File: src/design/pcor_pkg.sv
// ----------------------------------------------------------------------------
// pcor_pkg: shared types and constants of the occupancy rasterizer
// Request and response payloads, operation and cell codes, and the command and
// status groups between the controller and the datapath.
// ----------------------------------------------------------------------------
package pcor_pkg;

   localparam int MAX_COLS_DEFAULT = 256;
   localparam int MAX_ROWS_DEFAULT = 256;

   localparam logic [15:0] CELL_SIZE_RESET = 16'd100;

   localparam logic [2:0] OP_BOUND    = 3'd0;
   localparam logic [2:0] OP_GROUND   = 3'd1;
   localparam logic [2:0] OP_OBSTACLE = 3'd2;
   localparam logic [2:0] OP_READ     = 3'd3;
   localparam logic [2:0] OP_CLEAR    = 3'd4;

   localparam logic [1:0] CELL_UNKNOWN  = 2'd0;
   localparam logic [1:0] CELL_FREE     = 2'd1;
   localparam logic [1:0] CELL_OCCUPIED = 2'd2;

   localparam logic signed [7:0] VALUE_UNKNOWN  = -8'sd1;
   localparam logic signed [7:0] VALUE_FREE     = 8'sd0;
   localparam logic signed [7:0] VALUE_OCCUPIED = 8'sd100;

   typedef struct packed {
      logic [2:0]         operation;
      logic signed [23:0] point_x_mm;
      logic signed [23:0] point_y_mm;
      logic [7:0]         read_row;
      logic [7:0]         read_col;
   } req_payload_type;

   typedef struct packed {
      logic signed [7:0]  cell_value;
      logic               point_dropped;
      logic [8:0]         map_width;
      logic [8:0]         map_height;
      logic signed [23:0] origin_x_mm;
      logic signed [23:0] origin_y_mm;
   } rsp_payload_type;

   typedef enum logic [3:0] {
      ST_INIT,
      ST_IDLE,
      ST_CLEAR,
      ST_BOX,
      ST_LAUNCH,
      ST_DIVIDE,
      ST_PLACE,
      ST_READ,
      ST_DONE
   } state_type;

   typedef enum logic [1:0] {
      SEL_WIDTH,
      SEL_HEIGHT,
      SEL_COL,
      SEL_ROW
   } div_sel_type;

   typedef struct packed {
      logic        clr_we;
      logic        box_clear;
      logic        box_update;
      logic        req_load;
      logic        div_start;
      logic        div_latch;
      logic        place_write;
      logic        mem_read;
      logic        rsp_load;
      div_sel_type div_sel;
   } cmd_type;

   typedef struct packed {
      logic       clr_last;
      logic       div_done;
      logic [2:0] operation;
   } status_type;

endpackage

File: src/design/pcor_controller.sv
// ----------------------------------------------------------------------------
// pcor_controller: sequencing state machine
// Accepts a request, steps the datapath through box update, clearing pass,
// divisions and memory access, and hands the response to the output.
// ----------------------------------------------------------------------------
module pcor_controller (
   input  logic                 clock,
   input  logic                 reset,
   input  logic                 req_valid,
   input  logic [2:0]           req_operation,
   output logic                 req_stall,
   output logic                 rsp_valid,
   input  logic                 rsp_stall,
   output pcor_pkg::cmd_type    cmd,
   input  pcor_pkg::status_type status
);

   pcor_pkg::state_type   state_ff, state_in;
   pcor_pkg::div_sel_type step_ff, step_in;
   logic                  rsp_valid_ff, rsp_valid_in;
   logic                  slot_free;
   logic                  is_place_op;

   assign slot_free = !rsp_valid_ff || !rsp_stall;
   assign is_place_op = (status.operation == pcor_pkg::OP_GROUND)
                     || (status.operation == pcor_pkg::OP_OBSTACLE);

   always_comb begin
      state_in = state_ff;
      step_in = step_ff;
      unique case (state_ff)
         pcor_pkg::ST_INIT: begin
            if (status.clr_last) state_in = pcor_pkg::ST_IDLE;
         end
         pcor_pkg::ST_IDLE: begin
            if (req_valid) begin
               step_in = pcor_pkg::SEL_WIDTH;
               if (req_operation == pcor_pkg::OP_CLEAR) begin
                  state_in = pcor_pkg::ST_CLEAR;
               end else if (req_operation == pcor_pkg::OP_BOUND) begin
                  state_in = pcor_pkg::ST_BOX;
               end else begin
                  state_in = pcor_pkg::ST_LAUNCH;
               end
            end
         end
         pcor_pkg::ST_CLEAR: begin
            if (status.clr_last) state_in = pcor_pkg::ST_LAUNCH;
         end
         pcor_pkg::ST_BOX: begin
            state_in = pcor_pkg::ST_LAUNCH;
         end
         pcor_pkg::ST_LAUNCH: begin
            state_in = pcor_pkg::ST_DIVIDE;
         end
         pcor_pkg::ST_DIVIDE: begin
            if (status.div_done) begin
               unique case (step_ff)
                  pcor_pkg::SEL_WIDTH: begin
                     step_in = pcor_pkg::SEL_HEIGHT;
                     state_in = pcor_pkg::ST_LAUNCH;
                  end
                  pcor_pkg::SEL_HEIGHT: begin
                     if (is_place_op) begin
                        step_in = pcor_pkg::SEL_COL;
                        state_in = pcor_pkg::ST_LAUNCH;
                     end else if (status.operation == pcor_pkg::OP_READ) begin
                        state_in = pcor_pkg::ST_READ;
                     end else begin
                        state_in = pcor_pkg::ST_DONE;
                     end
                  end
                  pcor_pkg::SEL_COL: begin
                     step_in = pcor_pkg::SEL_ROW;
                     state_in = pcor_pkg::ST_LAUNCH;
                  end
                  pcor_pkg::SEL_ROW: begin
                     state_in = pcor_pkg::ST_PLACE;
                  end
               endcase
            end
         end
         pcor_pkg::ST_PLACE: begin
            state_in = pcor_pkg::ST_DONE;
         end
         pcor_pkg::ST_READ: begin
            state_in = pcor_pkg::ST_DONE;
         end
         pcor_pkg::ST_DONE: begin
            if (slot_free) state_in = pcor_pkg::ST_IDLE;
         end
         default: begin
            state_in = pcor_pkg::ST_IDLE;
         end
      endcase
   end

   always_comb begin
      cmd = '0;
      cmd.div_sel = step_ff;
      unique case (state_ff)
         pcor_pkg::ST_INIT: cmd.clr_we = 1'b1;
         pcor_pkg::ST_IDLE: cmd.req_load = req_valid;
         pcor_pkg::ST_CLEAR: begin
            cmd.clr_we = 1'b1;
            cmd.box_clear = 1'b1;
         end
         pcor_pkg::ST_BOX: cmd.box_update = 1'b1;
         pcor_pkg::ST_LAUNCH: cmd.div_start = 1'b1;
         pcor_pkg::ST_DIVIDE: cmd.div_latch = status.div_done;
         pcor_pkg::ST_PLACE: cmd.place_write = 1'b1;
         pcor_pkg::ST_READ: cmd.mem_read = 1'b1;
         pcor_pkg::ST_DONE: cmd.rsp_load = slot_free;
         default: cmd = '0;
      endcase
   end

   always_comb begin
      rsp_valid_in = rsp_valid_ff;
      if (cmd.rsp_load) begin
         rsp_valid_in = 1'b1;
      end else if (rsp_valid_ff && !rsp_stall) begin
         rsp_valid_in = 1'b0;
      end
   end

   always_ff @(posedge clock) begin
      if (reset) begin
         state_ff <= pcor_pkg::ST_INIT;
         step_ff <= pcor_pkg::SEL_WIDTH;
         rsp_valid_ff <= 1'b0;
      end else begin
         state_ff <= state_in;
         step_ff <= step_in;
         rsp_valid_ff <= rsp_valid_in;
      end
   end

   assign req_stall = (state_ff != pcor_pkg::ST_IDLE);
   assign rsp_valid = rsp_valid_ff;

endmodule

File: config.mk
export PLATFORM = sky130hd
export DESIGN_NAME = pcor_controller
export DESIGN_NICKNAME = d
export VERILOG_FILES = /design/src/design/pcor_pkg.sv /design/src/design/pcor_controller.sv
export SDC_FILE = /design/constraint.sdc
export NUM_CORES = 1
export LEC_CHECK = 0
export BUFFER_PORTS_ARGS = -buffer_cell sky130_fd_sc_hd__buf_2
export CAP_MARGIN = 30
export CORE_ASPECT_RATIO = 0.8
export CORE_MARGIN = 3
export CORE_UTILIZATION = 30
export DETAILED_ROUTE_END_ITERATION = 8
export PLACE_DENSITY = 0.63
export SYNTH_ARGS = -nofsm -noshare
export SYNTH_HDL_FRONTEND = slang
export SYNTH_SLANG_ARGS = --single-unit
File: constraint.sdc
create_clock -name clock -period 3.3 [get_ports clock]
set_input_delay 0.165 -clock clock [delete_from_list [all_inputs] [get_ports clock]]
set_output_delay 0.165 -clock clock [all_outputs]
set_load 0.01 [all_outputs]
---- Word level (Yosys, flattened, before mapping) ----
Cells that the tools add are included.
word-level totals
  bits in registers ....................... 7
  input bits .............................. 12
  output and inout port bits .............. 13
cells by class
  equal/unequal tests ..................... 23
  mux-type cells .......................... 28
  reductions and logical operators ........ 16
operators with widths
  operator            number
  $pmux 4 s8          1
  $mux 4              7
  $eq 4x3->1 const B  4
  $pmux 4 s3          1
  $mux 1              11
  $ne 2x2->1 const B  5
  $reduce_and 5->1    2
  $reduce_or 9->1     1
  $eq 4x2->1 const B  2
  $mux 2              4
  $ne 4x1->1 const B  2
  $eq 3x2->1 const B  2
  $mux 3              2
  $pmux 2 s3          1
  $reduce_or 2->1     3
  $eq 2x2->1 const B  2
  $eq 4x1->1 const B  1
  $eq 4x4->1 const B  1
  $logic_not 4->1     1
  $pmux 2 s2          1
  $reduce_bool 2->1   2
  $eq 3x1->1 const B  1
  $eq 3x3->1 const B  1
  $logic_not 3->1     1
  other kinds (6)     8

---- Logic depth before layout (Yosys ltp) ----
  word-level depth ........................ 6
  mapped depth ............................ 6
  depth with buffers taken out ............ 6

---- Worst setup path before layout ----
OpenSTA, ideal clock, no wires.
  kind .................................... reg2reg
  from .................................... register step_ff[1]
  to ...................................... register state_ff[0]
  arrival time ............................ 1.361 ns
  slack ................................... 1.808 ns
  cell stages (with the launch flop) ...... 6
  path buffers ............................ 0
  path through ............................ dfxtp_1 inv_1 ha_1 and4b_1 a2111oi_0 o31ai_1
between the ends
  word-level cells in the longest chain between the ends .. 5
  elaborated cells between the ends (all ways) .. 8
  classes of those cells .................. eq/ne (3); mux (3); reduce/logical (2)
RTL lines
  what                                           RTL line                source
  start, declared                                pcor_controller.sv:19   pcor_pkg::div_sel_type step_ff, step_in;
  start signal, assigned                         pcor_controller.sv:130  step_ff <= pcor_pkg::SEL_WIDTH;
  start signal, assigned                         pcor_controller.sv:134  step_ff <= step_in;
  $eq 2x2->1 or $logic_not 2->1 (tied branches)  pcor_controller.sv:58   unique case (step_ff)
  $reduce_or 2->1 (no source line)               -
  $pmux 4 s3 (*)                                 pcor_controller.sv:58
  $mux 4 (*)                                     pcor_controller.sv:57   if (status.div_done) begin
  $pmux 4 s8 (*)                                 pcor_controller.sv:31   unique case (state_ff)
  end signal, assigned                           pcor_controller.sv:129  state_ff <= pcor_pkg::ST_INIT;
  end signal, assigned                           pcor_controller.sv:133  state_ff <= state_in;
  end, declared                                  pcor_controller.sv:18   pcor_pkg::state_type state_ff, state_in;
Mark *: on every way between the ends. The rest lies on a longest branch, timed or not. The select of a mux whose other input is x is not followed.
A chain may end at the register's enable or synchronous reset.

==> impl_metrics.tcl <==
set metrics [dict create \
    status "complete, no violations" \
    drive_above_1_share_pct 31.4 \
    num-nets-final 122 \
    p_sw_mw 0.102 \
    hold_ws_ns 0.178 \
    synth_nets 98 \
    grt_pass1_vias 564 \
    cp.required_ns 3.13 \
    worstPathArrival_ns 1.58 \
    startpoint_type "flop" \
    ir_worst_vdd_uv 233 \
    post-route-min-period_ns 1.75 \
    grt_antenna_before_repair 0 \
    power_frac_comb_pct 34.5 \
    max_cap_violations 0 \
    dpl_cell_area_um2 779 \
    drt_iter0_markers 21 \
    postCtsSetupRepairBufs 0 \
    grtUsageTotal_pct 12.5 \
    synth_area_um2 656 \
    p_leak_nw 0.360 \
    layout_common_cells "24 x buf_2, 8 x nor2_1, 7 x dfxtp_1" \
    routed_via_density 5.23 \
    crit_path_max_fanout 13 \
    tns_ns 0 \
    portBuffers 24 \
    seq_power_share_pct 37.0 \
    fp.dieH_um 47.8 \
    drcViolationCount 0 \
    setup_viol 0 \
    hold_buffers 0 \
    vias 675 \
    post_cts_resized 0 \
    power_frac_clock_pct 28.4 \
    cp-end-kind "primary output" \
    cts-root-buf "clkbuf_4" \
    ant_nets 0 \
    core_area_um2 1980 \
    min_period_over_period_pct 52.9 \
    final_area_um2 806 \
    insertion_delay_ns 0.26 \
    ys_ff_latch 7 \
    clock_path_buffers 2 \
    swShare_pct 35.6 \
    wire_per_inst_um 12.7 \
    hold_class "in2reg" \
    ys_types 37 \
    avgSynthCellArea_um2 8.00 \
    grt.overflow.total 0 \
    cts_tree "built" \
    ios 25 \
    fillers 225 \
    gp_congestion 0.844 \
    slew_violations 0 \
    synthFlopType "dfxtp_1" \
    clock_sinks 7 \
    worstMarginPinSlew_ns 0.420 \
    synthArstFlopShare_pct 0 \
    path_class "reg2out" \
    htree_levels 1 \
    die_area_um2 2790 \
    dp_hpwl_um 1320 \
    power_density_nw_per_um2 354 \
    yosys_warnings 0 \
    intPower_mw 0.184 \
    final_common_cell "buf_2" \
    grt_pass1_wl_um 2590 \
    synthCells 82 \
    grt_start_max_net_pins 14 \
    fin_util_pct 40.7 \
    rows 14 \
    clk_pin_slew_ns 0.06 \
    fin_skew_ns 0.00989 \
    rsz0062_at_grt "no" \
    synthToLayoutAreaGrowth_pct 22.9 \
    cts_buffers 3 \
    drt-pass1-iter-count 4 \
    diodes 0 \
    wirelength_um 1640 \
    fmax_mhz 573 \
    slew_headroom_pct 71.3 \
    hold_viol_final 0 \
    dieWidth_um 58.3 \
    synth_edf_count 0 \
    r2r_slack_ns 1.63 \
    initial_core_util_pct 33.1 \
    ys_seq_area_share_pct 21.4 \
]
==> cell type report <==
class / count / area, µm² / area share [%]
Timing Repair Buffer: 24 / 120 / 14.9
Sequential cell: 7 / 140 / 17.4
Tap cell: 24 / 30.0 / 3.73
Inverter: 4 / 15.0 / 1.86
Multi-Input combinational cell: 66 / 474 / 58.9
Clock buffer: 4 / 26.3 / 3.26
==> critical path, cell delays in order, from the launching register on <==
cell and delay [ns]:
dfxtp_1 0.53, or4b_4 0.54, nor2_1 0.11, buf_2 0.14
==> worst paths after layout <==
path,endpoint,cells after the start,start
worst max-delay path,cmd[7],3,state_ff[0]
worst min-delay path,rsp_valid,2,reset
worst max register to register,state_ff[0],5,step_ff[1]
worst min register to register,rsp_valid,2,rsp_valid
==> logic make-up (layout without fill, tap and decap cells) <==
group                      after synthesis  count (layout)  share of synthesized area (%)
DFF                                      7               7                           21.4
buffers and inverters                    9              32                           6.30
AOI/OAI and AO/OA                       24              24                           28.1
adders and majority gates                4               4                           7.63
and+or+nand+nor                         36              36                           33.8
muxes                                    1               1                           1.53
xor gates and xnor gates                 1               1                           1.34
==> cell usage after synthesis (all sizes together) (2+ instances only) <==
| cell type | n | area share (%) |
|---|---|---|
| o21a | 4 | 4.6 |
| a2111oi | 2 | 2.7 |
| o31ai | 3 | 4.2 |
| a211o | 2 | 2.7 |
| and2 | 5 | 4.8 |
| dfxtp | 7 | 21 |
| nor2b | 3 | 2.9 |
| nand2 | 6 | 3.4 |
| nor2 | 8 | 4.6 |
| nor3 | 3 | 2.3 |
| inv | 4 | 2.3 |
| nand2b | 2 | 1.9 |
| buf | 5 | 4.0 |
| o21ai | 3 | 2.3 |
| a21oi | 4 | 3.1 |
| ha | 4 | 7.6 |
==> metal layers <==
metal / global-route usage [%] / part of all wire [%] / wire, µm / up-vias
met4: 3.24 / 0 / 0 / 0
met1: 17.1 / 51 / 840 / 302
met3: 5.93 / 9.3 / 152 / 0
met2: 17.6 / 40 / 648 / 25
met5: 0 / 0 / 0 / -
li1: - / - / - / 348
==> state kept, by name, summed over array words and instances, names as in the netlist <==
register,count
step_ff,2
state_ff,4
rsp_valid,1
==> through the flow <==
step / power, mW / cells / setup WS [ns]
4_1_cts: 0.290 / 129 / 1.53
3_5_place_dp: 0.206 / 125 / 1.63
5_1_grt: 0.308 / 129 / 1.43
6_report: 0.286 / 129 / 1.55
2_1_floorplan: 0.175 / 82 / 1.81
3_3_place_gp: 0.205 / 125 / 1.60
==> power by group through the flow <==
stage,clock network [mW],registers [mW],logic (mW)
after global placement,0,0.107,0.0981
after detailed placement,0,0.107,0.0987
after global routing,0.0907,0.107,0.110
after CTS,0.0856,0.105,0.0992
after floorplan,0,0.0946,0.0808
final,0.0812,0.106,0.0986
No activity file was read; power rests on OpenSTA's default activity.
